**src/rtl/rrc_pkg.sv**
```systemverilog
// Shared types and constants for the region rectangle containment unit.
// No dependencies; imported by every module of the unit.
`default_nettype none

package rrc_pkg;

  localparam int unsigned CoordBitsDef = 16;
  localparam int unsigned ApbDataBits = 32;
  localparam int unsigned ApbAddrBits = 4;

  typedef enum logic [1:0] {
    REG_QUERY_LEFT   = 2'd0,
    REG_QUERY_TOP    = 2'd1,
    REG_QUERY_RIGHT  = 2'd2,
    REG_QUERY_BOTTOM = 2'd3
  } reg_idx_e;

  typedef struct packed {
    logic fire;
    logic has_box;
    logic last;
  } step_t;

endpackage

`default_nettype wire

```
**src/rtl/rrc_cfg.sv**
```systemverilog
// APB register file holding the query rectangle edges.
// Depends on rrc_pkg.
`default_nettype none

module rrc_cfg
  import rrc_pkg::*;
#(
  parameter int unsigned COORD_BITS = CoordBitsDef
) (
  input  logic                          clk_i,
  input  logic                          rst_ni,
  input  logic                          psel,
  input  logic                          penable,
  input  logic                          pwrite,
  input  logic [ApbAddrBits-1:0]        paddr,
  input  logic [ApbDataBits-1:0]        pwdata,
  output logic [ApbDataBits-1:0]        prdata,
  output logic                          pready,
  output logic signed [COORD_BITS-1:0]  query_left_o,
  output logic signed [COORD_BITS-1:0]  query_top_o,
  output logic signed [COORD_BITS-1:0]  query_right_o,
  output logic signed [COORD_BITS-1:0]  query_bottom_o
);

  logic signed [COORD_BITS-1:0] left_q, top_q, right_q, bottom_q;
  logic signed [COORD_BITS-1:0] wdata;
  logic                         wr_en;
  reg_idx_e                     idx;

  assign pready = 1'b1;
  assign wr_en  = psel && penable && pwrite;
  assign idx    = reg_idx_e'(paddr[3:2]);
  assign wdata  = COORD_BITS'(pwdata);

  always_ff @(posedge clk_i or negedge rst_ni) begin
    if (!rst_ni) begin
      left_q   <= '0;
      top_q    <= '0;
      right_q  <= '0;
      bottom_q <= '0;
    end else if (wr_en) begin
      unique case (idx)
        REG_QUERY_LEFT:   left_q   <= wdata;
        REG_QUERY_TOP:    top_q    <= wdata;
        REG_QUERY_RIGHT:  right_q  <= wdata;
        REG_QUERY_BOTTOM: bottom_q <= wdata;
        default:          left_q   <= left_q;
      endcase
    end
  end

  always_comb begin
    unique case (idx)
      REG_QUERY_LEFT:   prdata = ApbDataBits'(left_q);
      REG_QUERY_TOP:    prdata = ApbDataBits'(top_q);
      REG_QUERY_RIGHT:  prdata = ApbDataBits'(right_q);
      REG_QUERY_BOTTOM: prdata = ApbDataBits'(bottom_q);
      default:          prdata = '0;
    endcase
  end

  assign query_left_o   = left_q;
  assign query_top_o    = top_q;
  assign query_right_o  = right_q;
  assign query_bottom_o = bottom_q;

endmodule

`default_nettype wire

```
**src/rtl/rrc_scan.sv**
```systemverilog
// Band scan over the query rectangle: part-in/part-out flags, scan position, early stop.
// Depends on rrc_pkg.
`default_nettype none

module rrc_scan
  import rrc_pkg::*;
#(
  parameter int unsigned COORD_BITS = CoordBitsDef
) (
  input  logic                          clk_i,
  input  logic                          rst_ni,
  input  step_t                         step_i,
  input  logic signed [COORD_BITS-1:0]  box_left_i,
  input  logic signed [COORD_BITS-1:0]  box_top_i,
  input  logic signed [COORD_BITS-1:0]  box_right_i,
  input  logic signed [COORD_BITS-1:0]  box_bottom_i,
  input  logic signed [COORD_BITS-1:0]  query_left_i,
  input  logic signed [COORD_BITS-1:0]  query_top_i,
  input  logic signed [COORD_BITS-1:0]  query_right_i,
  input  logic signed [COORD_BITS-1:0]  query_bottom_i,
  output logic                          any_seen_o,
  output logic                          inside_post_o,
  output logic                          any_post_o,
  output logic signed [COORD_BITS:0]    scan_y_post_o
);

  logic                         inside_q, outside_q, stopped_q, any_q;
  logic signed [COORD_BITS-1:0] scan_x_q;
  logic signed [COORD_BITS:0]   scan_y_q;

  logic                         ix, ox, st, done;
  logic signed [COORD_BITS-1:0] sx;
  logic signed [COORD_BITS:0]   sy;
  logic signed [COORD_BITS:0]   bt_e, bb_e, qb_e, one_e;

  assign bt_e  = (COORD_BITS+1)'(box_top_i);
  assign bb_e  = (COORD_BITS+1)'(box_bottom_i);
  assign qb_e  = (COORD_BITS+1)'(query_bottom_i);
  assign one_e = $signed((COORD_BITS+1)'(1));

  // The scan start is taken from the query at the first box of a region.
  always_comb begin
    ix   = inside_q;
    ox   = outside_q;
    st   = stopped_q;
    sx   = scan_x_q;
    sy   = scan_y_q;
    done = 1'b0;
    if (step_i.has_box) begin
      if (!any_q) begin
        sx = query_left_i;
        sy = (COORD_BITS+1)'(query_top_i);
      end
      if (!stopped_q) begin
        if (bb_e < sy) begin
          done = 1'b1;
        end
        if (!done && bt_e > sy) begin
          ox = 1'b1;
          if (ix || bt_e > qb_e) begin
            st   = 1'b1;
            done = 1'b1;
          end else begin
            sy = bt_e;
          end
        end
        if (!done && box_right_i < sx) begin
          done = 1'b1;
        end
        if (!done && box_left_i > sx) begin
          ox = 1'b1;
          if (ix) begin
            st   = 1'b1;
            done = 1'b1;
          end
        end
        if (!done && box_left_i <= query_right_i) begin
          ix = 1'b1;
          if (ox) begin
            st   = 1'b1;
            done = 1'b1;
          end
        end
        if (!done) begin
          if (box_right_i >= query_right_i) begin
            sy = bb_e + one_e;
            if (sy > qb_e) begin
              st = 1'b1;
            end else begin
              sx = query_left_i;
            end
          end else begin
            st = 1'b1;
          end
        end
      end
    end
  end

  always_ff @(posedge clk_i or negedge rst_ni) begin
    if (!rst_ni) begin
      inside_q  <= 1'b0;
      outside_q <= 1'b0;
      stopped_q <= 1'b0;
      any_q     <= 1'b0;
      scan_x_q  <= '0;
      scan_y_q  <= '0;
    end else if (step_i.fire) begin
      if (step_i.last) begin
        inside_q  <= 1'b0;
        outside_q <= 1'b0;
        stopped_q <= 1'b0;
        any_q     <= 1'b0;
        scan_x_q  <= '0;
        scan_y_q  <= '0;
      end else begin
        inside_q  <= ix;
        outside_q <= ox;
        stopped_q <= st;
        any_q     <= any_q || step_i.has_box;
        scan_x_q  <= sx;
        scan_y_q  <= sy;
      end
    end
  end

  assign any_seen_o    = any_q;
  assign inside_post_o = ix;
  assign any_post_o    = any_q || step_i.has_box;
  assign scan_y_post_o = sy;

endmodule

`default_nettype wire

```
**src/rtl/rrc_bound.sv**
```systemverilog
// Bounding box of the region's boxes and the test that it holds the query.
// Depends on rrc_pkg.
`default_nettype none

module rrc_bound
  import rrc_pkg::*;
#(
  parameter int unsigned COORD_BITS = CoordBitsDef
) (
  input  logic                          clk_i,
  input  logic                          rst_ni,
  input  step_t                         step_i,
  input  logic signed [COORD_BITS-1:0]  box_left_i,
  input  logic signed [COORD_BITS-1:0]  box_top_i,
  input  logic signed [COORD_BITS-1:0]  box_right_i,
  input  logic signed [COORD_BITS-1:0]  box_bottom_i,
  input  logic signed [COORD_BITS-1:0]  query_left_i,
  input  logic signed [COORD_BITS-1:0]  query_top_i,
  input  logic signed [COORD_BITS-1:0]  query_right_i,
  input  logic signed [COORD_BITS-1:0]  query_bottom_i,
  output logic                          holds_query_o
);

  localparam logic signed [COORD_BITS-1:0] CoordMax = {1'b0, {(COORD_BITS-1){1'b1}}};
  localparam logic signed [COORD_BITS-1:0] CoordMin = ~CoordMax;

  logic signed [COORD_BITS-1:0] min_x_q, min_y_q, max_x_q, max_y_q;
  logic signed [COORD_BITS-1:0] min_x_d, min_y_d, max_x_d, max_y_d;
  logic                         in_x, in_y;

  always_comb begin
    min_x_d = min_x_q;
    min_y_d = min_y_q;
    max_x_d = max_x_q;
    max_y_d = max_y_q;
    if (step_i.has_box) begin
      if (box_left_i < min_x_q) begin
        min_x_d = box_left_i;
      end
      if (box_top_i < min_y_q) begin
        min_y_d = box_top_i;
      end
      if (box_right_i > max_x_q) begin
        max_x_d = box_right_i;
      end
      if (box_bottom_i > max_y_q) begin
        max_y_d = box_bottom_i;
      end
    end
  end

  assign in_x = query_left_i >= min_x_d && query_left_i <= max_x_d &&
                query_right_i >= min_x_d && query_right_i <= max_x_d;
  assign in_y = query_top_i >= min_y_d && query_top_i <= max_y_d &&
                query_bottom_i >= min_y_d && query_bottom_i <= max_y_d;
  assign holds_query_o = in_x && in_y;

  always_ff @(posedge clk_i or negedge rst_ni) begin
    if (!rst_ni) begin
      min_x_q <= CoordMax;
      min_y_q <= CoordMax;
      max_x_q <= CoordMin;
      max_y_q <= CoordMin;
    end else if (step_i.fire) begin
      if (step_i.last) begin
        min_x_q <= CoordMax;
        min_y_q <= CoordMax;
        max_x_q <= CoordMin;
        max_y_q <= CoordMin;
      end else begin
        min_x_q <= min_x_d;
        min_y_q <= min_y_d;
        max_x_q <= max_x_d;
        max_y_q <= max_y_d;
      end
    end
  end

endmodule

`default_nettype wire

```
**src/rtl/region_rect_containment_unit.sv**
```systemverilog
// Top level: input register, band scan, bounding box and result register.
// Depends on rrc_pkg, rrc_cfg, rrc_scan and rrc_bound.
//
//  channel   | handshake                        | payload
//  ----------+----------------------------------+------------------------------------
//  box in    | box_valid_i / box_ready_o        | box_left/top/right/bottom_i, no_box_i,
//            |                                  | last_box_i
//  result    | result_valid_o / result_ready_i  | contained_o
//  config    | psel, penable, pwrite, pready    | paddr, pwdata, prdata
//
// One box item is taken every cycle while the input register is not stalled; its state
// update happens between the input register and the scan and bounding registers.
// An item with last_box set puts its answer into the result register when it leaves
// the input register. A full result register stalls only a last item, which then holds the
// input; other items keep flowing.
// Reset clears the query registers to zero and the region state to an empty region.
`default_nettype none

module region_rect_containment_unit
  import rrc_pkg::*;
#(
  parameter int unsigned COORD_BITS = CoordBitsDef
) (
  input  logic                          clk_i,
  input  logic                          rst_ni,
  input  logic                          psel,
  input  logic                          penable,
  input  logic                          pwrite,
  input  logic [ApbAddrBits-1:0]        paddr,
  input  logic [ApbDataBits-1:0]        pwdata,
  output logic [ApbDataBits-1:0]        prdata,
  output logic                          pready,
  input  logic                          box_valid_i,
  output logic                          box_ready_o,
  input  logic signed [COORD_BITS-1:0]  box_left_i,
  input  logic signed [COORD_BITS-1:0]  box_top_i,
  input  logic signed [COORD_BITS-1:0]  box_right_i,
  input  logic signed [COORD_BITS-1:0]  box_bottom_i,
  input  logic                          no_box_i,
  input  logic                          last_box_i,
  output logic                          result_valid_o,
  input  logic                          result_ready_i,
  output logic                          contained_o
);

  logic signed [COORD_BITS-1:0] q_left, q_top, q_right, q_bottom;
  logic signed [COORD_BITS-1:0] s1_left_q, s1_top_q, s1_right_q, s1_bottom_q;
  logic                         s1_valid_q, s1_no_box_q, s1_last_q;
  logic                         s1_go, accept;
  step_t                        step;
  logic                         any_seen, inside_post, any_post, holds_query;
  logic signed [COORD_BITS:0]   scan_y_post, ql_e, qt_e, qr_e, qb_e, one_e;
  logic                         null_query, contained_d;
  logic                         out_valid_q, contained_q;

  rrc_cfg #(.COORD_BITS(COORD_BITS)) u_cfg (
    .clk_i          (clk_i),
    .rst_ni         (rst_ni),
    .psel           (psel),
    .penable        (penable),
    .pwrite         (pwrite),
    .paddr          (paddr),
    .pwdata         (pwdata),
    .prdata         (prdata),
    .pready         (pready),
    .query_left_o   (q_left),
    .query_top_o    (q_top),
    .query_right_o  (q_right),
    .query_bottom_o (q_bottom)
  );

  assign s1_go       = s1_valid_q && (!s1_last_q || !out_valid_q || result_ready_i);
  assign box_ready_o = !s1_valid_q || s1_go;
  assign accept      = box_valid_i && box_ready_o;

  always_ff @(posedge clk_i or negedge rst_ni) begin
    if (!rst_ni) begin
      s1_valid_q <= 1'b0;
    end else if (box_ready_o) begin
      s1_valid_q <= box_valid_i;
    end
  end

  always_ff @(posedge clk_i) begin
    if (accept) begin
      s1_left_q   <= box_left_i;
      s1_top_q    <= box_top_i;
      s1_right_q  <= box_right_i;
      s1_bottom_q <= box_bottom_i;
      s1_no_box_q <= no_box_i;
      s1_last_q   <= last_box_i;
    end
  end

  assign step.fire    = s1_go;
  assign step.has_box = s1_go && !s1_no_box_q;
  assign step.last    = s1_last_q;

  rrc_scan #(.COORD_BITS(COORD_BITS)) u_scan (
    .clk_i          (clk_i),
    .rst_ni         (rst_ni),
    .step_i         (step),
    .box_left_i     (s1_left_q),
    .box_top_i      (s1_top_q),
    .box_right_i    (s1_right_q),
    .box_bottom_i   (s1_bottom_q),
    .query_left_i   (q_left),
    .query_top_i    (q_top),
    .query_right_i  (q_right),
    .query_bottom_i (q_bottom),
    .any_seen_o     (any_seen),
    .inside_post_o  (inside_post),
    .any_post_o     (any_post),
    .scan_y_post_o  (scan_y_post)
  );

  rrc_bound #(.COORD_BITS(COORD_BITS)) u_bound (
    .clk_i          (clk_i),
    .rst_ni         (rst_ni),
    .step_i         (step),
    .box_left_i     (s1_left_q),
    .box_top_i      (s1_top_q),
    .box_right_i    (s1_right_q),
    .box_bottom_i   (s1_bottom_q),
    .query_left_i   (q_left),
    .query_top_i    (q_top),
    .query_right_i  (q_right),
    .query_bottom_i (q_bottom),
    .holds_query_o  (holds_query)
  );

  assign ql_e  = (COORD_BITS+1)'(q_left);
  assign qt_e  = (COORD_BITS+1)'(q_top);
  assign qr_e  = (COORD_BITS+1)'(q_right);
  assign qb_e  = (COORD_BITS+1)'(q_bottom);
  assign one_e = $signed((COORD_BITS+1)'(1));

  assign null_query  = (qr_e == ql_e - one_e) && (qb_e == qt_e - one_e);
  assign contained_d = any_post && !null_query && holds_query && inside_post &&
                       (scan_y_post > qb_e);

  always_ff @(posedge clk_i or negedge rst_ni) begin
    if (!rst_ni) begin
      out_valid_q <= 1'b0;
    end else if (s1_go && s1_last_q) begin
      out_valid_q <= 1'b1;
    end else if (result_ready_i) begin
      out_valid_q <= 1'b0;
    end
  end

  always_ff @(posedge clk_i) begin
    if (s1_go && s1_last_q) begin
      contained_q <= contained_d;
    end
  end

  assign result_valid_o = out_valid_q;
  assign contained_o    = contained_q;

  a_last_stalls_input: assert property (@(posedge clk_i) disable iff (!rst_ni)
    (s1_valid_q && s1_last_q && out_valid_q && !result_ready_i) |-> !box_ready_o)
    else $error("last item advanced while the result register was blocked");

  a_last_gives_result: assert property (@(posedge clk_i) disable iff (!rst_ni)
    (s1_go && s1_last_q) |=> result_valid_o)
    else $error("last item advanced without a result");

  a_region_cleared: assert property (@(posedge clk_i) disable iff (!rst_ni)
    (s1_go && s1_last_q) |=> !any_seen)
    else $error("region state not cleared after a last item");

endmodule

`default_nettype wire
```
**config.mk**
```make
export PLATFORM = sky130hd
export DESIGN_NAME = region_rect_containment_unit
export DESIGN_NICKNAME = d
export VERILOG_FILES = /design/src/rtl/rrc_pkg.sv /design/src/rtl/rrc_cfg.sv /design/src/rtl/rrc_scan.sv /design/src/rtl/rrc_bound.sv /design/src/rtl/region_rect_containment_unit.sv
export SDC_FILE = /design/constraint.sdc
export NUM_CORES = 1
export LEC_CHECK = 0
export ABC_CLOCK_PERIOD_IN_PS = 6500
export BUFFER_PORTS_ARGS = -buffer_cell sky130_fd_sc_hd__buf_2
export CAP_MARGIN = 20
export CELL_PAD_IN_SITES_DETAIL_PLACEMENT = 2
export CELL_PAD_IN_SITES_GLOBAL_PLACEMENT = 2
export CORE_MARGIN = 3
export CORE_UTILIZATION = 40
export DETAILED_ROUTE_END_ITERATION = 8
export PLACE_DENSITY_LB_ADDON = 0.1
export SYNTH_ARGS = -nofsm -noshare
export SYNTH_HDL_FRONTEND = slang
export SYNTH_SLANG_ARGS = --single-unit
```
**constraint.sdc**
```tcl
create_clock -name clk_i -period 6.5 [get_ports clk_i]
set_input_delay 1.625 -clock clk_i [delete_from_list [all_inputs] [get_ports clk_i]]
set_output_delay 1.625 -clock clk_i [all_outputs]
set_load 0.01 [all_outputs]
```
# == Yosys cells after proc, flatten, opt, wreduce, memory -nomap -nowiden ==
# Index checks and enable logic that the tools add are counted.
# totals
wordCells,172
inputBits,109
output_inout_bits,36
register_bits,234
# classes
n_mux,74
eq_ne,6
add_sub_neg,3
order_cmp,21
n_reduce_logical,45
# ops
op,count
two-way mux 16 bit,20
two-way mux 17 bit,9
case mux 32 bit (4 select lines),1
>= comparator 16 bit,5
less-or-equal comparator 16 bit,5
> comparator 16 bit,4
less-than comparator 16 bit,3
two-way mux 1 bit,44
== test 16 x 17 -> 1 bit,2
> comparator 17 x 16 -> 1 bit,2
subtractor 16 x 2 -> 17 bit (second input constant),2
logical AND 1 bit,22
adder 16 x 2 -> 17 bit (second input constant),1
> comparator 16 x 17 -> 1 bit,1
less-than comparator 16 x 17 -> 1 bit,1
AND reduction 2 bit,5
zero test 1 bit,9
logical OR 1 bit,5
== test 2 bit (second input constant),2
nonzero test 2 bit,2
AND reduction 3 bit,1
== test 2 x 1 -> 1 bit (second input constant),1
zero test 2 bit,1
inequality test 2 bit (second input constant),1

# == Longest topological paths before layout ==
# depth
word_depth,35
depth_mapped,27
depth_no_buf,23

# == Hierarchy ==
# A second synthesis with hierarchy kept.
# unflattened
cells_unflattened,1957
area_unflattened_um2,19930.4
# by_module_without_submodules
module,seq_area_each_um2,area_each_um2,cells_each,instances
rrc_bound,1641.6,7497.2,819,1
rrc_scan,925.9,5828.1,673,1
region_rect_containment_unit,2062.0,3603.5,286,1
rrc_cfg,1601.5,3001.6,179,1

# == Worst setup path after synthesis ==
# OpenSTA, ideal clock, no wires.
# synth_timing
path_type,flip-flop to flip-flop
start,register u_scan.any_q (netlist: u_scan.any_seen_o)
end,"register contained_q (netlist: contained_o), data pin"
path_slack_ns,0.967
n_path_buf,6
setup_time_ns,0.264
t_required_ns,6.236
period_less_slack_ns,5.533
path_stages_with_launch,28
t_arrival_ns,5.269
cell_sequence,dfrtp_1 > buf_6 > buf_1 > buf_2 > buf_1 > a21oi_1 > ha_1 > a21o_1 > a211o_1 > o311ai_0 > a21boi_0 > nor3b_2 > nor4_4 > o21ai_4 > buf_12 > buf_8 > a32oi_1 > o21ai_1 > ha_1 > nor2b_1 > o21bai_1 > a21oi_1 > o31ai_1 > a21oi_1 > o31ai_1 > a22oi_1 > o2111ai_1 > nor4_1
# synth_between
elab_chain_cells,31
elab_cells_between_ends,53
classes_between,order compare (5); mux (35); reduce/logical (13)
# synth_rtl
element,line_no,text
from (decl),rrc_scan.sv:27,"logic inside_q, outside_q, stopped_q, any_q;"
from (signal assigned),rrc_scan.sv:120,any_q <= any_q || step_i.has_box;
two-way mux 17 bit,rrc_scan.sv:50,if (!any_q) begin
two-way mux 17 bit,rrc_scan.sv:49,if (step_i.has_box) begin
less-than comparator 16 x 17 -> 1 bit,rrc_scan.sv:55,if (bb_e < sy) begin
two-way mux 1 bit,rrc_scan.sv:55,
two-way mux 1 bit,rrc_scan.sv:54,if (!stopped_q) begin
two-way mux 1 bit,rrc_scan.sv:49,
zero test 1 bit,rrc_scan.sv:58,if (!done && bt_e > sy) begin
logical AND 1 bit,rrc_scan.sv:58,
(+16 left out),--,
two-way mux 1 bit,rrc_scan.sv:54,
two-way mux 1 bit,rrc_scan.sv:49,
two-way mux 17 bit,rrc_scan.sv:84,if (!done) begin
two-way mux 17 bit,rrc_scan.sv:54,
two-way mux 17 bit,rrc_scan.sv:49,
> comparator 17 x 16 -> 1 bit,region_rect_containment_unit.sv:140,(scan_y_post > qb_e);
logical AND 1 bit (*),region_rect_containment_unit.sv:139,assign contained_d = any_post && !null_query && holds_query && inside_post &&
via contained_d,region_rect_containment_unit.sv:53,"logic null_query, contained_d;"
to (signal assigned),region_rect_containment_unit.sv:154,contained_q <= contained_d;
to (decl),region_rect_containment_unit.sv:54,"logic out_valid_q, contained_q;"
# The timed path passes the listed nets; every way through them passes the cells marked *. The select of a mux whose other input is x is not followed.
# A chain may end at the register's enable or synchronous reset.

# == Worst setup path after layout ==
# Same ends and word-level chain as after synthesis.

==> metrics.cfg <==
[placement]
port_buffers = 125
dp_hpwl_um = 69200
postPlaceCellArea_um2 = 22400
gp_congestion = 0.939

[outcome]
outcome = finished, final reports clean

[global_routing]
grt_usage_pct = 32.7
grt.overflow.total = 0
grt_max_degree = 134
antenna_found_initial = 1
grt_pass1_vias = 20700
grt_pass1_wl_um = 132000

[route]
drtIter0Drc = 879
drcViolationCount = 0
vias = 18300
routedWlPerCell_um = 29.9
vias_per_cell = 6.24
routed_wl_um = 88100
firstDrtPassIters = 5
postRouteAntennaNets = 0

[logic_synthesis]
yosysSeqAreaShare_pct = 30.7
syn_area_um2 = 20300
muxShareOfSynthArea_pct = 8.07
synth_edf_count = 67
ys_warn_count = 0
synth_fp_nets = 2491
postSynthAreaPerCell_um2 = 9.92
post_synth_and_or_nand_nor_area_fraction_pct = 12.6
synth_top_flop_cell = dfrtp_1
async_reset_ff_share_pct = 71.4
synth_seq_cells = 234
synth_compound_area_share_pct = 20.3
syn_inst = 2043
synth_top_family_by_area = adder cells
synthAdderAreaFrac_pct = 20.9
yosys.area_share.xor_xnor_pct = 2.46
yosysUniqueCellTypes = 99

[clock_tree]
cts_max_path_buffers = 3
postCtsSetupBuffers = 0
htree_levels = 1
cts.clk_slew.worst_paths_ns = 0.07
cts-buffers-inserted = 31
hold_buffers = 0
cts_root_buf = clkbuf_16
clk_latency_ns = 0.63
cts.repair.resized = 0
cts_tree = done
clkSinkCount = 234

[setup_path]
critPathKind = flip-flop to flip-flop
startpoint_type = flip-flop
arrival_ns = 6.57
cp.required_ns = 6.91
path_max_fanout = 47
cp-end-kind = flip-flop

[sta]
max_slew_margin_pct = 27.5
fin_tns_setup_ns = 0
setup_violations = 0
period_needed_ns = 6.16
worst_pin_slew_ns = 1.08
fin_skew_ns = 0.0146
rsz0062_at_grt = no
slew_violations = 0
fin_crit_sh_pct = 94.8
hold_violations = 0
fmax_ghz = 0.162

[layout]
largest_register_ffs = 17
finalInstanceArea_um2 = 23400
nNetsFinal = 2700
largest_register = u_scan.scan_y_q
diodes = 0
drive_gt1_share_pct = 21.2
final_util_pct = 47.4
synthToLayoutAreaGrowth_pct = 15.7

[run]
max_cap_viol_count = 0

[power_and_ir_drop]
power_w = 0.00779
p_per_area_nw_per_um2 = 332
power_leakage_nw = 10.9
ir_drop_v = 0.000293

[floorplan]
placementRows = 81
die_w_um = 231
die_h_um = 231
die_area_um2 = 53400
floorplan.initialDensity_pct = 41.0
ios = 145
core_area_um2 = 49500

[min_path]
worstHoldPathType = flip-flop to flip-flop

[power by group]
part / total (W) / switching, W / internal [W]
sequential: 0.00205 / 0.000304 / 0.00175
combinational: 0.00393 / 0.00233 / 0.00159
clock: 0.00181 / 0.000752 / 0.00106
total: 0.00779 / 0.00339 / 0.00440
[cells in the final DEF (no fill, tap or decap), types with 40 or more instances in the layout]
master	count
ha_1	339
buf_4	138
dfrtp_1	134
inv_1	129
buf_2	124
a21oi_1	123
nor2_1	111
nand2_1	104
o21ai_0	74
mux2i_1	67
edfxtp_1	67
nand4_1	59
mux2_2	50
a21o_1	49
nand3_1	42
nor2b_1	40
xnor2_1	40
[Yosys cell counts, types with 32 or more instances]
| cell type | n | area (um2) |
|---|---|---|
| ha_1 | 339 | 4240 |
| clkbuf_1 | 45 | 169 |
| nand2_1 | 104 | 390 |
| nor3_1 | 33 | 165 |
| nor2_1 | 113 | 424 |
| nor2b_1 | 40 | 250 |
| xnor2_1 | 40 | 350 |
| mux2i_1 | 67 | 671 |
| a21oi_1 | 123 | 616 |
| inv_1 | 129 | 484 |
| dfrtp_1 | 135 | 3380 |
| edfxtp_1 | 67 | 2010 |
| nand4_1 | 59 | 369 |
| mux2_2 | 50 | 563 |
| nand3_1 | 42 | 210 |
| dfstp_2 | 32 | 841 |
| a21o_1 | 50 | 375 |
| o21ai_0 | 77 | 385 |
[metrics by stage]
stage / hold WS [ns] / worst slack, ns / cells
detailed placement: 0.481 / 0.312 / 2883
floorplan: 0.466 / 0.967 / 2043
finish: 0.501 / 0.340 / 2941
CTS: 0.504 / 0.288 / 2941
global placement: 0.474 / 0.670 / 2882
global route: 0.511 / 0.0207 / 2941
[logic make-up after synthesis]
family / count (synthesis)
and+or+nand+nor: 491
adders and majority gates: 339
DFF: 234
other: 1
buffers and inverters: 220
xor gates and xnor gates: 57
muxes: 136
AOI/OAI and AO/OA: 565
[path summary, 6_finish.rpt]
path / end / cells after the start / from / slack [ns]
setup / recovery: contained_o / 23 / u_scan.any_seen_o / 0.34
hold / removal: u_bound.max_y_q[4] / 1 / u_bound.max_y_q[4] / 0.50
setup reg to reg: contained_o / 23 / u_scan.any_seen_o / 0.34
hold reg to reg: u_bound.max_y_q[4] / 1 / u_bound.max_y_q[4] / 0.50
max in group asynchronous: u_scan.any_seen_o / 2 / rst_ni / 4.34
min in group asynchronous: u_bound.max_y_q[12] / 1 / rst_ni / 0.91
[final cells by class]
cell class                 instances  area (um2)
tap                              664         831
sequential                       234        6230
fill                            5334       26000
timing repair buffer             267        1750
clock inverter                    12         128
inverter                         129         484
clock buffer                      46         923
multi-input combinational       1589       13100
[worst max-delay path, stage by stage (launching register included)]
cell	delay, ns
dfrtp_2	0.39
buf_12	0.28
mux2i_1	0.46
ha_1	0.33
a211oi_1	0.25
nor2_1	0.09
a2111oi_1	0.56
o31ai_1	0.25
and2_1	0.26
nor4_4	0.27
buf_4	0.19
o21bai_4	0.16
buf_4	0.19
a221o_1	0.33
o21ai_1	0.18
ha_1	0.17
nand4_1	0.22
a21oi_1	0.22
o31ai_1	0.10
a21oi_1	0.20
o31ai_1	0.10
a22oi_1	0.20
o2111ai_1	0.16
nor4_1	0.30
[metal layers]
layer	global-route usage [%]	routed length, um	up-vias	share of wire [%]
met4	19.0	6160	2	7.0
li1	-	-	8164	-
met1	37.0	34300	9508	39
met2	59.7	45000	428	51
met3	3.34	2640	243	3.0
met5	0	11	-	0.012
Power figures use the tool's default switching activity.
